==> src/sv/uifc_pkg.sv <==
// Package: conversion codes, kinds and beat payload types for the converter.
`default_nettype none
package uifc_pkg;

    // conversion codes carried in the action field
    localparam logic [4:0] A_U8_U16  = 5'd0;
    localparam logic [4:0] A_U8_U32  = 5'd1;
    localparam logic [4:0] A_U8_U64  = 5'd2;
    localparam logic [4:0] A_U16_U32 = 5'd3;
    localparam logic [4:0] A_U16_U64 = 5'd4;
    localparam logic [4:0] A_U32_U64 = 5'd5;
    localparam logic [4:0] A_U64_U32 = 5'd6;
    localparam logic [4:0] A_U64_U16 = 5'd7;
    localparam logic [4:0] A_U64_U8  = 5'd8;
    localparam logic [4:0] A_U32_U16 = 5'd9;
    localparam logic [4:0] A_U32_U8  = 5'd10;
    localparam logic [4:0] A_U16_U8  = 5'd11;
    localparam logic [4:0] A_U8_F32  = 5'd12;
    localparam logic [4:0] A_U8_F64  = 5'd13;
    localparam logic [4:0] A_U16_F32 = 5'd14;
    localparam logic [4:0] A_U16_F64 = 5'd15;
    localparam logic [4:0] A_U32_F32 = 5'd16;
    localparam logic [4:0] A_U32_F64 = 5'd17;
    localparam logic [4:0] A_U64_F32 = 5'd18;
    localparam logic [4:0] A_U64_F64 = 5'd19;
    localparam logic [4:0] A_F64_U64 = 5'd20;
    localparam logic [4:0] A_F64_U32 = 5'd21;
    localparam logic [4:0] A_F64_U16 = 5'd22;
    localparam logic [4:0] A_F64_U8  = 5'd23;
    localparam logic [4:0] A_F32_U64 = 5'd24;
    localparam logic [4:0] A_F32_U32 = 5'd25;
    localparam logic [4:0] A_F32_U16 = 5'd26;
    localparam logic [4:0] A_F32_U8  = 5'd27;
    localparam logic [4:0] A_UNUSED  = 5'd31;

    typedef enum logic [1:0] {
        K_NONE = 2'd0,
        K_INT  = 2'd1,
        K_I2F  = 2'd2,
        K_F2I  = 2'd3
    } t_kind;

    typedef enum logic [1:0] {
        W_8  = 2'd0,
        W_16 = 2'd1,
        W_32 = 2'd2,
        W_64 = 2'd3
    } t_width;

    typedef struct packed {
        t_kind  kind;
        t_width src_w;
        t_width dst_w;
    } t_desc;

    typedef struct packed {
        logic [4:0]  action;
        logic [63:0] source_bits;
    } t_in;

    typedef struct packed {
        logic [63:0] result_bits;
        logic        range_flag;
    } t_out;

    function automatic t_desc decode(input logic [4:0] a);
        t_desc d;
        d = '{K_NONE, W_8, W_8};
        unique case (a)
            A_U8_U16:  d = '{K_INT, W_8,  W_16};
            A_U8_U32:  d = '{K_INT, W_8,  W_32};
            A_U8_U64:  d = '{K_INT, W_8,  W_64};
            A_U16_U32: d = '{K_INT, W_16, W_32};
            A_U16_U64: d = '{K_INT, W_16, W_64};
            A_U32_U64: d = '{K_INT, W_32, W_64};
            A_U64_U32: d = '{K_INT, W_64, W_32};
            A_U64_U16: d = '{K_INT, W_64, W_16};
            A_U64_U8:  d = '{K_INT, W_64, W_8};
            A_U32_U16: d = '{K_INT, W_32, W_16};
            A_U32_U8:  d = '{K_INT, W_32, W_8};
            A_U16_U8:  d = '{K_INT, W_16, W_8};
            A_U8_F32:  d = '{K_I2F, W_8,  W_32};
            A_U8_F64:  d = '{K_I2F, W_8,  W_64};
            A_U16_F32: d = '{K_I2F, W_16, W_32};
            A_U16_F64: d = '{K_I2F, W_16, W_64};
            A_U32_F32: d = '{K_I2F, W_32, W_32};
            A_U32_F64: d = '{K_I2F, W_32, W_64};
            A_U64_F32: d = '{K_I2F, W_64, W_32};
            A_U64_F64: d = '{K_I2F, W_64, W_64};
            A_F64_U64: d = '{K_F2I, W_64, W_64};
            A_F64_U32: d = '{K_F2I, W_64, W_32};
            A_F64_U16: d = '{K_F2I, W_64, W_16};
            A_F64_U8:  d = '{K_F2I, W_64, W_8};
            A_F32_U64: d = '{K_F2I, W_32, W_64};
            A_F32_U32: d = '{K_F2I, W_32, W_32};
            A_F32_U16: d = '{K_F2I, W_32, W_16};
            A_F32_U8:  d = '{K_F2I, W_32, W_8};
            default:   d = '{K_NONE, W_8, W_8};
        endcase
        return d;
    endfunction

    function automatic logic [63:0] wmask(input t_width w);
        logic [63:0] m;
        unique case (w)
            W_8:  m = 64'h0000_0000_0000_00FF;
            W_16: m = 64'h0000_0000_0000_FFFF;
            W_32: m = 64'h0000_0000_FFFF_FFFF;
            W_64: m = 64'hFFFF_FFFF_FFFF_FFFF;
            default: m = '0;
        endcase
        return m;
    endfunction

endpackage
`default_nettype wire

==> src/sv/unsigned_int_float_convert.sv <==
// Each beat is registered at every stage; one beat per cycle unless the output stalls.
// Stage 1 decodes and masks, stage 2 finds the leading one or unpacks the float,
// stage 3 shifts, stage 4 rounds and packs. A stall holds every stage in place.
// Synchronous active-low reset clears the stage valid bits only.
// No stage iterates; every stage takes a new beat whenever the pipeline advances.
`default_nettype none
module unsigned_int_float_convert (
    input  wire logic            i_clk,
    input  wire logic            i_rst_n,
    input  wire logic            i_valid,
    output logic                 o_ready,
    input  wire uifc_pkg::t_in   i_data,
    output logic                 o_valid,
    input  wire logic            i_ready,
    output uifc_pkg::t_out       o_data
);

    // Pipeline advances as a whole when the output is free.
    logic w_adv;
    assign w_adv   = !o_valid || i_ready;
    assign o_ready = w_adv;

    // ---------------- stage 1: decode, mask
    logic            r_v1;
    uifc_pkg::t_desc r_d1;
    logic [63:0]     r_src1;

    uifc_pkg::t_desc n_d1;
    assign n_d1 = uifc_pkg::decode(i_data.action);

    always_ff @(posedge i_clk) begin
        if (!i_rst_n) begin
            r_v1 <= 1'b0;
        end else if (w_adv) begin
            r_v1 <= i_valid;
        end
        if (w_adv) begin
            r_d1   <= n_d1;
            r_src1 <= i_data.source_bits & uifc_pkg::wmask(n_d1.src_w);
        end
    end

    // ---------------- stage 2: leading one (int) / unpack (float)
    logic [5:0]  n_p2;
    logic        n_nz2;
    always_comb begin
        n_p2  = '0;
        n_nz2 = |r_src1;
        for (int i = 0; i < 64; i++) begin
            if (r_src1[i]) n_p2 = 6'(i);
        end
    end

    logic        w_f64;
    logic        n_neg2;
    logic [10:0] n_e2;
    logic [52:0] n_sig2;
    logic        n_emax2;
    logic        n_fz2;
    always_comb begin
        w_f64 = (r_d1.src_w == uifc_pkg::W_64);
        if (w_f64) begin
            n_neg2  = r_src1[63];
            n_e2    = r_src1[62:52];
            n_sig2  = {1'b1, r_src1[51:0]};
            n_emax2 = &r_src1[62:52];
            n_fz2   = ~|r_src1[51:0];
        end else begin
            n_neg2  = r_src1[31];
            n_e2    = {3'b000, r_src1[30:23]};
            n_sig2  = {1'b1, r_src1[22:0], 29'd0};
            n_emax2 = &r_src1[30:23];
            n_fz2   = ~|r_src1[22:0];
        end
    end

    logic            r_v2;
    uifc_pkg::t_desc r_d2;
    logic [63:0]     r_src2;
    logic [5:0]      r_p2;
    logic            r_nz2;
    logic            r_f64_2;
    logic            r_neg2;
    logic [10:0]     r_e2;
    logic            r_emax2;
    logic            r_fz2;

    always_ff @(posedge i_clk) begin
        if (!i_rst_n) begin
            r_v2 <= 1'b0;
        end else if (w_adv) begin
            r_v2 <= r_v1;
        end
        if (w_adv) begin
            r_d2    <= r_d1;
            r_src2  <= (r_d1.kind == uifc_pkg::K_F2I) ? {11'd0, n_sig2} : r_src1;
            r_p2    <= n_p2;
            r_nz2   <= n_nz2;
            r_f64_2 <= w_f64;
            r_neg2  <= n_neg2;
            r_e2    <= n_e2;
            r_emax2 <= n_emax2;
            r_fz2   <= n_fz2;
        end
    end

    // ---------------- stage 3: shift
    // Int to float: normalise so the leading one sits at bit 63.
    // Float to int: unbiased exponent ue, value = sig53 * 2^(ue-52).
    logic [63:0] n_norm3;
    logic [11:0] n_ue3;
    logic [63:0] n_fi3;
    logic        n_lt1;
    logic        n_big;
    logic [6:0]  w_dw;
    always_comb begin
        n_norm3 = r_src2 << (6'd63 - r_p2);
        n_ue3   = {1'b0, r_e2} - (r_f64_2 ? 12'd1023 : 12'd127);
        unique case (r_d2.dst_w)
            uifc_pkg::W_8:  w_dw = 7'd8;
            uifc_pkg::W_16: w_dw = 7'd16;
            uifc_pkg::W_32: w_dw = 7'd32;
            default:        w_dw = 7'd64;
        endcase
        n_lt1 = (r_e2 == 11'd0) || n_ue3[11];
        n_big = !n_ue3[11] && (n_ue3[10:0] >= {4'd0, w_dw});
        n_fi3 = '0;
        if (!n_lt1 && !n_big) begin
            if (n_ue3[5:0] <= 6'd52) begin
                n_fi3 = r_src2 >> (6'd52 - n_ue3[5:0]);
            end else begin
                n_fi3 = r_src2 << (n_ue3[5:0] - 6'd52);
            end
        end
    end

    logic            r_v3;
    uifc_pkg::t_desc r_d3;
    logic [63:0]     r_src3;
    logic [63:0]     r_norm3;
    logic [5:0]      r_p3;
    logic            r_nz3;
    logic [63:0]     r_fi3;
    logic            r_lt1;
    logic            r_big;
    logic            r_neg3;
    logic            r_emax3;
    logic            r_fz3;

    always_ff @(posedge i_clk) begin
        if (!i_rst_n) begin
            r_v3 <= 1'b0;
        end else if (w_adv) begin
            r_v3 <= r_v2;
        end
        if (w_adv) begin
            r_d3    <= r_d2;
            r_src3  <= r_src2;
            r_norm3 <= n_norm3;
            r_p3    <= r_p2;
            r_nz3   <= r_nz2;
            r_fi3   <= n_fi3;
            r_lt1   <= n_lt1;
            r_big   <= n_big;
            r_neg3  <= r_neg2;
            r_emax3 <= r_emax2;
            r_fz3   <= r_fz2;
        end
    end

    // ---------------- stage 4: round, pack, saturate
    logic [63:0] n_res;
    logic        n_flag;
    logic [24:0] w_s32;
    logic [53:0] w_s64;
    logic        w_up;
    logic [11:0] w_ex;
    always_comb begin
        n_res  = '0;
        n_flag = 1'b0;
        w_s32  = '0;
        w_s64  = '0;
        w_up   = 1'b0;
        w_ex   = '0;
        unique case (r_d3.kind)
            uifc_pkg::K_INT: begin
                n_res = r_src3 & uifc_pkg::wmask(r_d3.dst_w);
            end
            uifc_pkg::K_I2F: begin
                if (r_nz3) begin
                    if (r_d3.dst_w == uifc_pkg::W_32) begin
                        // keep 24 bits, guard at bit 39, sticky below
                        w_up  = r_norm3[39] && ((|r_norm3[38:0]) || r_norm3[40]);
                        w_s32 = {1'b0, r_norm3[63:40]} + {24'd0, w_up};
                        w_ex  = {6'd0, r_p3} + 12'd127 + {11'd0, w_s32[24]};
                        n_res = {32'd0, 1'b0, w_ex[7:0],
                                 w_s32[24] ? w_s32[23:1] : w_s32[22:0]};
                    end else begin
                        w_up  = r_norm3[10] && ((|r_norm3[9:0]) || r_norm3[11]);
                        w_s64 = {1'b0, r_norm3[63:11]} + {53'd0, w_up};
                        w_ex  = {6'd0, r_p3} + 12'd1023 + {11'd0, w_s64[53]};
                        n_res = {1'b0, w_ex[10:0],
                                 w_s64[53] ? w_s64[52:1] : w_s64[51:0]};
                    end
                end
            end
            uifc_pkg::K_F2I: begin
                if (r_emax3) begin
                    n_flag = 1'b1;
                    n_res  = (!r_fz3 || r_neg3) ? '0 : uifc_pkg::wmask(r_d3.dst_w);
                end else if (r_lt1) begin
                    n_res = '0;
                end else if (r_neg3) begin
                    n_flag = 1'b1;
                end else if (r_big) begin
                    n_flag = 1'b1;
                    n_res  = uifc_pkg::wmask(r_d3.dst_w);
                end else begin
                    n_res = r_fi3;
                end
            end
            default: begin
                n_res = '0;
            end
        endcase
    end

    always_ff @(posedge i_clk) begin
        if (!i_rst_n) begin
            o_valid <= 1'b0;
        end else if (w_adv) begin
            o_valid <= r_v3;
        end
        if (w_adv) begin
            o_data.result_bits <= n_res;
            o_data.range_flag  <= n_flag;
        end
    end

endmodule
`default_nettype wire
==> config.mk <==
export PLATFORM = sky130hd
export DESIGN_NAME = unsigned_int_float_convert
export DESIGN_NICKNAME = d
export VERILOG_FILES = /design/src/sv/uifc_pkg.sv /design/src/sv/unsigned_int_float_convert.sv
export SDC_FILE = /design/constraint.sdc
export NUM_CORES = 2
export LEC_CHECK = 0
export BUFFER_PORTS_ARGS = -buffer_cell sky130_fd_sc_hd__buf_2
export CAP_MARGIN = 5
export CORE_MARGIN = 2
export CORE_UTILIZATION = 30
export DETAILED_ROUTE_END_ITERATION = 6
export PLACE_DENSITY_LB_ADDON = 0.08
export SYNTH_ARGS = -nofsm -noshare
export SYNTH_HDL_FRONTEND = slang
export SYNTH_SLANG_ARGS = --single-unit
==> constraint.sdc <==
create_clock -name i_clk -period 18.2 [get_ports i_clk]
set_input_delay 3.64 -clock i_clk [delete_from_list [all_inputs] [get_ports i_clk]]
set_output_delay 3.64 -clock i_clk [all_outputs]
set_load 0.005 [all_outputs]
# Word-level counts from Yosys, hierarchy flattened
# Memory sizes are Yosys's and may differ from the RTL's.
# Index checks and enable logic that the tools add are counted.
totals:
  elab_cells: 191
  mem_count: 1
  register_bits: 437
  rom_bits: 192
  input_bits: 73
op_classes:
  mux: 89
  addsub: 10
  order_cmp: 2
  shifts: 3
  reduce_logical: 32
  eq_ne: 13
  bitwise: 2
memory_table:
  columns: ["memory", "depth", "width", "rd", "rd_ports_with_merged_regs", "wr", "line_no", "rtl"]
  rows:
  - ["(no name shown)", 32, 6, 1, 0, 0, "uifc_pkg.sv:69", "unique case (a)"]
ops:
  columns: ["cell", "count"]
  rows:
  - ["2-to-1 mux 64 bit", 8]
  - ["one-hot mux 64 bit (4 select lines)", 2]
  - ["one-hot mux 64 bit (3 select lines)", 1]
  - ["2-to-1 mux 6 bit", 30]
  - ["AND 64 bit", 2]
  - ["left shift 64 x 6 -> 64 bit", 2]
  - ["2-to-1 mux 63 bit", 2]
  - ["2-to-1 mux 52 bit", 2]
  - ["2-to-1 mux 5 bit", 16]
  - ["OR reduction 64 bit", 1]
  - [">> shifter 64 x 6 -> 64 bit", 1]
  - ["adder 53 x 1 -> 54 bit", 1]
  - ["2-to-1 mux 53 bit", 1]
  - ["OR reduction 52 bit", 1]
  - ["OR reduction 39 bit", 1]
  - ["2-to-1 mux 4 bit", 8]
  - ["OR reduction 32 bit", 1]
  - ["adder 24 x 1 -> 25 bit", 1]
  - ["2-to-1 mux 23 bit", 1]
  - ["OR reduction 23 bit", 1]
  - ["one-hot mux 7 bit (3 select lines)", 1]
  - ["== test 2 bit (second input constant)", 9]
  - ["OR reduction 16 bit", 1]
  - ["2-to-1 mux 3 bit", 4]
  - ["other kinds (25)", 53]

# Depth between registers and ports, before layout
logic_depth:
  depth_word: 62
  depth_mapped: 17
  ltp_nobuf: 13

# Worst setup path after synthesis
# OpenSTA, ideal clock, no wires.
synth_timing:
  path_kind: "input to output"
  start: "input i_ready"
  end: "output o_ready"
  stages: 2
  path_buffers: 1
  arrival_ps: 15612
  setup_slack_ps: -1052
  path_cell_list: "nand2b_1 clkbuf_1"
synth_between:
  elab_chain_len: 1
synth_lines:
  columns: ["item", "line_no", "rtl"]
  rows:
  - ["start: declaration", "unsigned_int_float_convert.sv:14", "input wire logic i_ready,"]
  - ["logical OR 1 bit", "unsigned_int_float_convert.sv:20", "assign w_adv = !o_valid || i_ready;"]
  - ["end: declaration", "unsigned_int_float_convert.sv:11", "output logic o_ready,"]
# Every way passes these cells.

# Final worst setup path
# Ends and elaborated chain as after synthesis.

==> results.ini <==
[outcome]
status = completed

[setup_path]
crit_required_ps = 14560
worst-path-max-fanout = 44
arrival_ps = 4450
rrSetupSlack_ps = 12250
cp-end-kind = output pin
setup.worst_path.class = in -> out
cp-start-kind = input port

[route]
vias = 26520
finalWirelength_um = 140800
drc_errors = 0
wl_per_cell_um = 30.86
drt_iter0_drc = 3009
drtPass1Iterations = 6
ant_nets = 0
vias_per_cell = 5.811

[global_routing]
grt_max_degree = 180
grt-ovfl-total = 0
grt_pass1_vias = 25750
grt_use_total = 0.2649
grt_pass1_wl_um = 197800
antenna_found_initial = 8

[power]
max-vdd-ir-drop_mv = 0.06762
p_per_area_nw_per_um2 = 131.6
p_leak_nw = 13.17

[timing]
skew_ps = 39.43
clock.fmax_ghz = 0.1235
finalSetupViolCount = 0
hold_viol = 0
slew_headroom = 0.1691
fin_crit_ps = 8095
fin_crit_sh = 0.4448
slew_violations = 0
final.setup.tns_ps = 0
grt_setup_unrepaired = no
worst_pin_slew_ps = 1239

[floorplanning]
start_util = 0.3025
core_area_um2 = 101700
dieWidth_um = 324.3
die_area_um2 = 105200
io-pin-count = 140
rows = 117
die_h_um = 324.3

[synthesis]
synthAdderAreaFrac = 0.01008
synth_xor_xnor_area_share = 0.02464
async_flop_share = 0
synth_edf_count = 433
yosysTopAreaCell = edfxtp_1
synth_area_per_cell_um2 = 9.807
synth_ff_type = edfxtp_1
synth_mux_area_frac = 0.1745
synth.yosys.seq_area_share = 0.4251
yosys.area_share.simple = 0.1534
netlist_area_um2 = 30770
yosysTopAreaCellShare = 0.4225
synthTopCellsByArea = edfxtp_1, mux2i_1, mux4_2
yosysUniqueCellTypes = 81
synth_compound_area_frac = 0.1725
ys_seq_elements = 437
syn_nets = 3235
postSynthCellCount = 3138
ys_warn_count = 0
synth_top_family_by_area = multiplexers

[final_layout]
fin_util = 0.3387
syn2layout_area_growth_pct = 11.99
final_common_cell = edfxtp_1
multi_input_area_um2 = 16610
final_layout_size_suffix_gt1_frac = 0.1637
n_fill_cell = 10390
nets = 3243
final_cells = 4563
layout_common_cells = edfxtp_1, nand2_1, o21ai_0
regArea_um2 = 13080

[placed_design]
dp_cells = 4460
gp_congestion = 0.9452
dp_hpwl_um = 105700
port_buffers = 139

[clocking]
hold_buffers = 0
cts_max_level = 2
cts_sinks = 437
cts-root-buf = clkbuf_16
clk_latency_ps = 630
tritoncts = done
path_clk_slew_ps = 60
clockBufferDepth = 3
cts_buffers = 51
postCtsSetupRepairBufs = 0
ctsResizeCount = 0

[worst_hold_path]
hold_class = reg -> reg

[job]
maxCapViolations = 0

[cells by family after synthesis]
logic type | Yosys count
adders and majority gates | 25
xor gates and xnor gates | 84
AOI/OAI and AO/OA | 867
muxes | 422
DFF | 437
and+or+nand+nor | 1011
buffers and inverters | 292
[power breakdown]
group          switching [mW]  internal, mW  total [mW]
Sequential              0.281          1.31        1.59
Clock                   0.432         0.610        1.04
Combinational            1.21         0.688        1.90
[registers in the layout, indices dropped and copies added, names as in the netlist, 4 cells and up]
signal	cells
o_data	65
r_fi3	64
r_norm3	64
r_src1	64
r_src2	64
r_src3	64
r_e2	11
r_d1	6
r_p2	6
r_p3	6
r_d2	4
r_d3	4
[synthesized netlist by cell type, types with 10 or more instances]
cell      number
edfxtp_1     433
a21oi_1      219
ha_1          24
mux4_2        80
and3_1        20
nor2_1       249
nand2_1      379
mux2i_1      226
buf_1         27
o21ai_0      291
buf_2         56
buf_4         11
clkbuf_1     148
xor2_1        43
nor3_1        32
inv_1         43
and2_1        71
or3_1         14
nand3_1       62
nand4_1       22
o21a_1        21
and4_1        13
o31ai_1       10
nor2b_1       76
a221oi_1      25
xnor2_1       38
nand2b_1      19
mux2_2       116
nor4_1        27
o211ai_1      39
a22oi_1       72
o22ai_1       39
a221o_1       12
a211oi_1      31
o221ai_1      22
a31oi_1       24
[area by class of cell]
class,instances,share of cell area
Clock buffer,58,0.03841
Antenna cell,7,0.0005083
Tap cell,1368,0.04966
Multi-Input combinational cell,2409,0.4820
Timing Repair Buffer,200,0.03376
Inverter,47,0.005119
Sequential cell,437,0.3796
Clock inverter,37,0.01096
[critical path, stage by stage]
cell,delay [ps]
buf_2,80
nand2b_4,500
buf_2,230
[path summary, 6_finish.rpt]
path	from	to	depth (start not counted)
max	i_ready	o_ready	3
min	r_nz2$_DFFE_PP_	r_nz3$_DFFE_PP_	0
max reg2reg	r_e2[0]$_DFFE_PP_	r_fi3[0]$_SDFFCE_PN0P_	11
min reg2reg	r_nz2$_DFFE_PP_	r_nz3$_DFFE_PP_	0
[through the flow]
step	instance area (um2)	total power [mW]	setup slack, ps	hold slack (ps)
2_1_floorplan	30780	2.693	5377	400.3
3_3_place_gp	32740	3.471	10090	404.7
3_5_place_dp	32740	3.466	10060	404.5
4_1_cts	34440	4.528	10060	408.5
5_1_grt	34450	4.737	10020	426.9
6_report	34460	4.534	10110	406.9
[routing by layer]
metal  global-route usage  routed length (um)  vias to the layer above
met5                    0                   0                        -
met4              0.08066                4561                        0
met3              0.03474                9602                      193
met2               0.4125               62840                     1214
met1               0.3815               63800                    13250
li1                     -                   -                    11860
Power figures use the tool's default switching activity.
